--- config.mk ---
export PLATFORM = sky130hd
export DESIGN_NAME = preamble_trailer_frame_receiver
export DESIGN_NICKNAME = d
export VERILOG_FILES = /design/src/sv/ptfr_pkg.sv /design/src/sv/preamble_trailer_frame_receiver.sv
export SDC_FILE = /design/constraint.sdc
export NUM_CORES = 1
export LEC_CHECK = 0
export BUFFER_PORTS_ARGS = -buffer_cell sky130_fd_sc_hd__buf_2
export CAP_MARGIN = 20
export CORE_AREA = 2 2 96 98
export DETAILED_ROUTE_END_ITERATION = 8
export DIE_AREA = 0 0 98 100
export GPL_TIMING_DRIVEN = 0
export PLACE_DENSITY = 0.77
export SYNTH_ARGS = -nofsm -noshare
export SYNTH_HDL_FRONTEND = slang
export SYNTH_SLANG_ARGS = --single-unit
--- constraint.sdc ---
create_clock -name aclk -period 4.05 [get_ports aclk]
set_input_delay 0.405 -clock aclk [delete_from_list [all_inputs] [get_ports aclk]]
set_output_delay 0.405 -clock aclk [all_outputs]
set_load 0.01 [all_outputs]
--- src/sv/ptfr_pkg.sv ---
// ----------------------------------------------------------------------------
// ptfr_pkg: shared constants for the preamble/trailer frame receiver
// Header and trailer characters, phase codes, status codes, register indexes.
// ----------------------------------------------------------------------------
`timescale 1ns / 1ps

package ptfr_pkg;

    // Depth of the external frame buffer; the effective capacity never exceeds it
    localparam int BUF_DEPTH = 128;
    localparam logic [7:0] CAP_LIMIT = (BUF_DEPTH > 255) ? 8'd255 : 8'(BUF_DEPTH);

    localparam logic [7:0] MIN_CAPACITY = 8'd16;
    localparam logic [8:0] TRAILER_ROOM = 9'd4;

    // Header and trailer characters
    localparam logic [7:0] CH_A  = 8'h41;
    localparam logic [7:0] CH_L  = 8'h4C;
    localparam logic [7:0] CH_T  = 8'h54;
    localparam logic [7:0] CH_O  = 8'h4F;
    localparam logic [7:0] CH_CR = 8'h0D;
    localparam logic [7:0] CH_LF = 8'h0A;

    // Input command codes
    localparam logic CMD_BYTE = 1'b0;
    localparam logic CMD_TICK = 1'b1;

    // Receiver phases
    localparam logic [2:0] PH_H1  = 3'd0;
    localparam logic [2:0] PH_H2  = 3'd1;
    localparam logic [2:0] PH_H3  = 3'd2;
    localparam logic [2:0] PH_H4  = 3'd3;
    localparam logic [2:0] PH_PAY = 3'd4;
    localparam logic [2:0] PH_E1  = 3'd5;
    localparam logic [2:0] PH_E2  = 3'd6;
    localparam logic [2:0] PH_E3  = 3'd7;

    // Frame end status
    typedef logic [1:0] status_t;
    localparam status_t ST_OK       = 2'd0;
    localparam status_t ST_TIMEOUT  = 2'd1;
    localparam status_t ST_OVERFLOW = 2'd2;

    // Configuration register indexes
    localparam logic REG_IDLE_LIMIT     = 1'b0;
    localparam logic REG_FRAME_CAPACITY = 1'b1;

    // Expected header byte for header phases 1..3
    function automatic logic [7:0] hdr_char(input logic [1:0] ph);
        logic [7:0] c;
        unique case (ph)
            2'd0:    c = CH_A;
            2'd1:    c = CH_L;
            2'd2:    c = CH_T;
            default: c = CH_O;
        endcase
        return c;
    endfunction

endpackage

--- src/sv/preamble_trailer_frame_receiver.sv ---
// ----------------------------------------------------------------------------
// preamble_trailer_frame_receiver
// Byte-stream deframer: sync word hunt, buffer write strobes, end marker,
// idle timeout and overflow detection.
// ----------------------------------------------------------------------------
// Each request on the s_ side is either a received byte or one idle tick and
// yields exactly one result request on the m_ side, registered on accept.
// The block hunts for the four-byte sync word (restarting on every 'A'),
// emits a write strobe with index and byte for every header, payload and
// trailer byte, and ends the frame on CR LF CR LF with status complete.
// An idle tick counts the idle limit down (reloaded on the first header byte,
// after every frame end and on a write of idle_limit); reaching zero ends the
// frame with status timeout. Less than four bytes of room left in the payload
// or trailer ends it with status overflow and drops that request. An idle
// limit of 0 waits forever; a frame capacity below 16 disables the block.
// Rate: one request per cycle while results are drained. The whole per-item update
// is one pass of logic from the state registers into the result register.
// s_tready is low only while a result waits for m_tready; a result drained
// at an edge makes room for a new request at that same edge.
`timescale 1ns / 1ps

module preamble_trailer_frame_receiver
    import ptfr_pkg::*;
(
    input  logic        aclk,
    input  logic        aresetn,
    // configuration write port
    input  logic        cfg_we,
    input  logic        cfg_index,
    input  logic [15:0] cfg_wdata,
    // input stream
    input  logic        s_tvalid,
    output logic        s_tready,
    input  logic [7:0]  s_tdata,   // [7:0] data_byte
    input  logic        s_tuser,   // [0] command (0 byte, 1 idle tick)
    // result stream
    output logic        m_tvalid,
    input  logic        m_tready,
    output logic [31:0] m_tdata,   // [6:0] store_index, [14:7] store_byte,
                                   // [16:15] frame_status, [24:17] frame_length,
                                   // [31:25] zero
    output logic        m_tuser,   // [0] store_write
    output logic        m_tlast    // frame_end
);

    // configuration
    logic [15:0] idle_limit_reg;
    logic [7:0]  frame_capacity_reg;

    // receiver state
    logic [2:0]  phase_reg, phase_next;
    logic [7:0]  byte_count_reg, byte_count_next;
    logic [15:0] countdown_reg, countdown_next;

    // result register
    logic        m_valid_reg;
    logic        wr_reg, wr_next;
    logic [6:0]  idx_reg, idx_next;
    logic [7:0]  byte_reg, byte_next;
    logic        end_reg, end_next;
    status_t     status_reg, status_next;
    logic [7:0]  length_reg, length_next;

    logic        s_fire;
    logic [7:0]  cap_eff;
    logic [15:0] count_dec;
    logic [7:0]  b;

    // Accept while the result register is empty or being drained
    assign s_tready = !m_valid_reg || m_tready;
    assign s_fire   = s_tvalid && s_tready;
    assign b        = s_tdata;

    assign cap_eff   = (frame_capacity_reg > CAP_LIMIT) ? CAP_LIMIT : frame_capacity_reg;
    assign count_dec = (countdown_reg != 16'd0) ? countdown_reg - 16'd1 : 16'd0;

    always_comb begin
        phase_next      = phase_reg;
        byte_count_next = byte_count_reg;
        countdown_next  = countdown_reg;
        wr_next         = 1'b0;
        idx_next        = '0;
        byte_next       = '0;
        end_next        = 1'b0;
        status_next     = ST_OK;
        length_next     = '0;

        if (frame_capacity_reg < MIN_CAPACITY) begin
            // disabled: hold state, empty result
        end else if (phase_reg >= PH_PAY &&
                     ({1'b0, byte_count_reg} + TRAILER_ROOM) > {1'b0, cap_eff}) begin
            // no room for a trailer: drop the request and close the frame
            end_next        = 1'b1;
            status_next     = ST_OVERFLOW;
            length_next     = byte_count_reg;
            phase_next      = PH_H1;
            byte_count_next = '0;
            countdown_next  = idle_limit_reg;
        end else if (s_tuser == CMD_TICK) begin
            if (idle_limit_reg != 16'd0) begin
                if (count_dec == 16'd0) begin
                    end_next        = 1'b1;
                    status_next     = ST_TIMEOUT;
                    length_next     = byte_count_reg;
                    phase_next      = PH_H1;
                    byte_count_next = '0;
                    countdown_next  = idle_limit_reg;
                end else begin
                    countdown_next  = count_dec;
                end
            end
        end else if (phase_reg <= PH_H4) begin
            if (phase_reg == PH_H1) begin
                if (b == CH_A) begin
                    wr_next         = 1'b1;
                    byte_next       = b;
                    byte_count_next = 8'd1;
                    countdown_next  = idle_limit_reg;
                    phase_next      = PH_H2;
                end
            end else if (b == hdr_char(phase_reg[1:0])) begin
                wr_next         = 1'b1;
                idx_next        = {5'd0, phase_reg[1:0]};
                byte_next       = b;
                byte_count_next = {5'd0, phase_reg} + 8'd1;
                phase_next      = phase_reg + 3'd1;
            end else if (b == CH_A) begin
                // restart the hunt on a fresh first header byte
                wr_next         = 1'b1;
                byte_next       = b;
                byte_count_next = 8'd1;
                phase_next      = PH_H2;
            end else begin
                byte_count_next = '0;
                phase_next      = PH_H1;
            end
        end else begin
            wr_next         = 1'b1;
            idx_next        = byte_count_reg[6:0];
            byte_next       = b;
            byte_count_next = byte_count_reg + 8'd1;
            unique case (phase_reg)
                PH_PAY: begin
                    if (b == CH_CR) phase_next = PH_E1;
                end
                PH_E1: begin
                    if (b == CH_LF)      phase_next = PH_E2;
                    else if (b != CH_CR) phase_next = PH_PAY;
                end
                PH_E2: begin
                    phase_next = (b == CH_CR) ? PH_E3 : PH_PAY;
                end
                default: begin
                    if (b == CH_LF) begin
                        // end marker complete: length counts this byte
                        end_next        = 1'b1;
                        status_next     = ST_OK;
                        length_next     = byte_count_reg + 8'd1;
                        phase_next      = PH_H1;
                        byte_count_next = '0;
                        countdown_next  = idle_limit_reg;
                    end else if (b == CH_CR) begin
                        phase_next = PH_E1;
                    end else begin
                        phase_next = PH_PAY;
                    end
                end
            endcase
        end
    end

    // Control state and configuration
    always_ff @(posedge aclk) begin
        if (!aresetn) begin
            idle_limit_reg     <= 16'd0;
            frame_capacity_reg <= 8'd128;
            phase_reg          <= PH_H1;
            byte_count_reg     <= '0;
            countdown_reg      <= 16'd0;
            m_valid_reg        <= 1'b0;
        end else begin
            if (cfg_we) begin
                unique case (cfg_index)
                    REG_IDLE_LIMIT: begin
                        idle_limit_reg <= cfg_wdata;
                        countdown_reg  <= cfg_wdata;
                    end
                    REG_FRAME_CAPACITY: begin
                        frame_capacity_reg <= cfg_wdata[7:0];
                    end
                    default: ;
                endcase
            end else if (s_fire) begin
                countdown_reg <= countdown_next;
            end
            if (s_fire) begin
                phase_reg      <= phase_next;
                byte_count_reg <= byte_count_next;
                m_valid_reg    <= 1'b1;
            end else if (m_tready) begin
                m_valid_reg    <= 1'b0;
            end
        end
    end

    // Result payload: load on accept, hold otherwise
    always_ff @(posedge aclk) begin
        if (s_fire) begin
            wr_reg     <= wr_next;
            idx_reg    <= idx_next;
            byte_reg   <= byte_next;
            end_reg    <= end_next;
            status_reg <= status_next;
            length_reg <= length_next;
        end
    end

    assign m_tvalid = m_valid_reg;
    assign m_tuser  = wr_reg;
    assign m_tlast  = end_reg;
    assign m_tdata  = {7'd0, length_reg, status_reg, byte_reg, idx_reg};

endmodule

==> results.md <==
* Status: finished clean
* Post-Syn Area per Cell at 8.18 sq um
* Period utilization at 94.2%
* Max Freq at 262 MHz
* Number of flops mapped to enable cells by yosys at 27
* Design Power at 0.00209 W
* Post-synthesis sequential area ratio at a little under two fifths
* Leak Pwr at 2.20 nW
* Drt first pass iters at 5
* Gpl congestion at 0.920
* Crit path arrival time at about 4.1 ns
* Worst-Margin Slew at 0.959 ns
* Clock buffer depth at 2
* Total GRT Usage at 27.8%
* Worst setup EP type: flip-flop
* Post-Synthesis Cells at 600
* Setup-failing EPs final at 0
* Pint at 0.00135 W
* P_sw at ~0.00074 W
* RSZ-0062 raised after global routing: false
* Seq pwr share at 42.9%
* Buffers on Ports at 58
* Post-CTS Setup Bufs at 0
* Switching Share at about a third
* TritonCTS Buffers at 9
* Root Buffer: clkbuf_8
* Clock sink total at 79
* FF+latch count, synth at 79
* DP HPWL at 10200 microns
* Per-cell routed wire length at 17.3 microns
* Rows at 35
* DR iter-0 viols at between 200 and 300
* Top Metal Used: met4
* Metal-1 WL at 5460 microns
* Max Cap Viol at 0
* Vias in the first global route at around 4500
* Hold Path Class: primary input to flip-flop
* Yosys warning total at 0
* Antenna Cells at 0
* Clk pwr share at between 20 and 30%
* Global-route wire length before repair at 22100 microns
* Full die area at roughly 9800 sq um
* Largest net degree at the start of global routing at 29
* CTS tree: built
* Initial antenna violation count at 0
* Final hold slack at 0.262 ns
* Clock Latency Late Sink at approximately 0.37 ns
* Slew Limit Fails at 0
* Top FF cell, synth: dfxtp_1
* Share of layout cells above drive strength 1 at 15.8%
* Combinational power share at 27.7%
* Worst EP required at roughly 4.4 ns
* Netlist cell types at 70
* Ys async rst share at 0%
* H-tree levels at 3
* Worst Clk Skew at 0.0161 ns
* Detail Route met3 WL at 1220 microns
* Setup_tns at 0 ns
* Top cells by count, synth: nand2_1, a21oi_1, dfxtp_1
* Mapped cell area at 4910 sq um
* Wirelength, routed at 13700 microns
* DRC viols at 0
* Area post-placement at between 5000 and 6000 sq um
* Most instantiated library cell after synthesis: nand2_1
* Final hold vios at 0
* Core ar. at 8890 sq um
* Power per cell area at 372 nW/um^2
* Die Ht at 100 microns
* Reg clk slew, reported paths at 0.09 ns
* Fin area at 5610 sq um
* Die X-Extent at 98 microns
* Initial Utilization at 55.2%
* Area grow syn2layout at 14.2%
* Largest area contributor in the netlist: dfxtp_1
* Crit Path Category: flip-flop to flip-flop
* I/O Pins at 67
* Top-area cell type share of the netlist area at 21.2%
* Vias per cell at 6.29
* Routed vias at between 4000 and 5000
* Tmin final at 3.81 ns
* Dominant cells by area after synthesis: dfxtp_1, edfxtp_1, nand2_1
* Crit start category: flip-flop
* Util after Layout at 63.1%
* Post-route ant nets at 0
* Final Net Count at 725
* Max VDD drop at 0.000207 V
* Relative slew margins at 35.8%
* Met2 WL at about 6600 microns
* CP Max Fanout at 10
* Grt ovf at 0
[worst max-delay path: stages, from the launching register on]
cell	delay, ns
dfxtp_1	0.50
ha_1	0.36
nand3_1	0.13
xnor2_1	0.16
ha_1	0.34
nand4_1	0.13
a21oi_1	0.16
and4b_1	0.23
nor2_2	0.40
o21bai_1	0.23
or3_4	0.44
or4_1	0.51
o22ai_1	0.16
[cell usage in the layout (no fill, tap or decap), drive strengths merged, types with 12 or more instances in the layout]
cell type / count
nand2: 90
buf: 72
a21oi: 59
dfxtp: 52
nor2: 46
clkbuf: 36
nand3: 29
edfxtp: 27
o21ai: 23
inv: 22
ha: 17
o31ai: 16
and3: 15
or3: 13
nor3: 12
[power by group through the flow]
stage,Sequential [W],Clock [W],Combinational [W]
finish,0.000895,0.000613,0.000579
floorplan,0.000910,0,0.000403
global placement,0.000911,0,0.000543
global route,0.000899,0.000642,0.000632
CTS,0.000894,0.000603,0.000561
detailed placement,0.000913,0,0.000556
[routing by layer]
layer	GRT usage (%)	up-vias
li1	-	2354
met4	12.2	0
met1	34.6	2304
met2	47.6	281
met3	4.94	47
met5	0	-
[metrics by stage]
stage,std cells,setup WS (ns)
finish,793,0.236
detailed placement,775,0.0861
global placement,775,0.151
global route,793,0.0420
CTS,791,0.0513
floorplan,606,0.646
[kinds of logic (layout without fill, tap and decap cells)]
| logic type | count (synthesis) | count (layout) | synth area share (%) |
|---|---|---|---|
| fa+ha+maj | 17 | 17 | 4.33 |
| flops | 79 | 79 | 37.7 |
| simple gates | 269 | 269 | 28.1 |
| mux | 8 | 8 | 1.68 |
| buf+inv | 56 | 132 | 4.99 |
| other cells | 1 | 7 | 0.0764 |
| compound gates | 155 | 155 | 20.4 |
| xor+xnor | 15 | 15 | 2.68 |
[worst paths after layout]
path	start	end	slack (ns)	cells after the start
min	s_tvalid	m_tvalid	0.26	3
max reg2reg	byte_count_reg[3]	byte_count_reg[7]	0.24	12
min reg2reg	frame_capacity_reg[0]	frame_capacity_reg[0]	0.46	2
max	byte_count_reg[3]	byte_count_reg[7]	0.24	12
[area by class of cell]
| class | count | area, sq um |
|---|---|---|
| fill | 809 | 3280 |
| buffer | 38 | 178 |
| clock buffer | 10 | 149 |
| tap | 111 | 139 |
| timing repair buffer | 60 | 323 |
| clock inverter | 6 | 53.8 |
| inverter | 18 | 67.6 |
| sequential | 79 | 1850 |
| multi-input combinational | 471 | 2850 |
[what timing repair did]
item / in CTS / in global routing
hold buffers: 0 / 0
resized for setup: 0 / 2
setup endpoints to repair: 0 / 18
Power figures use the tool's default switching activity.
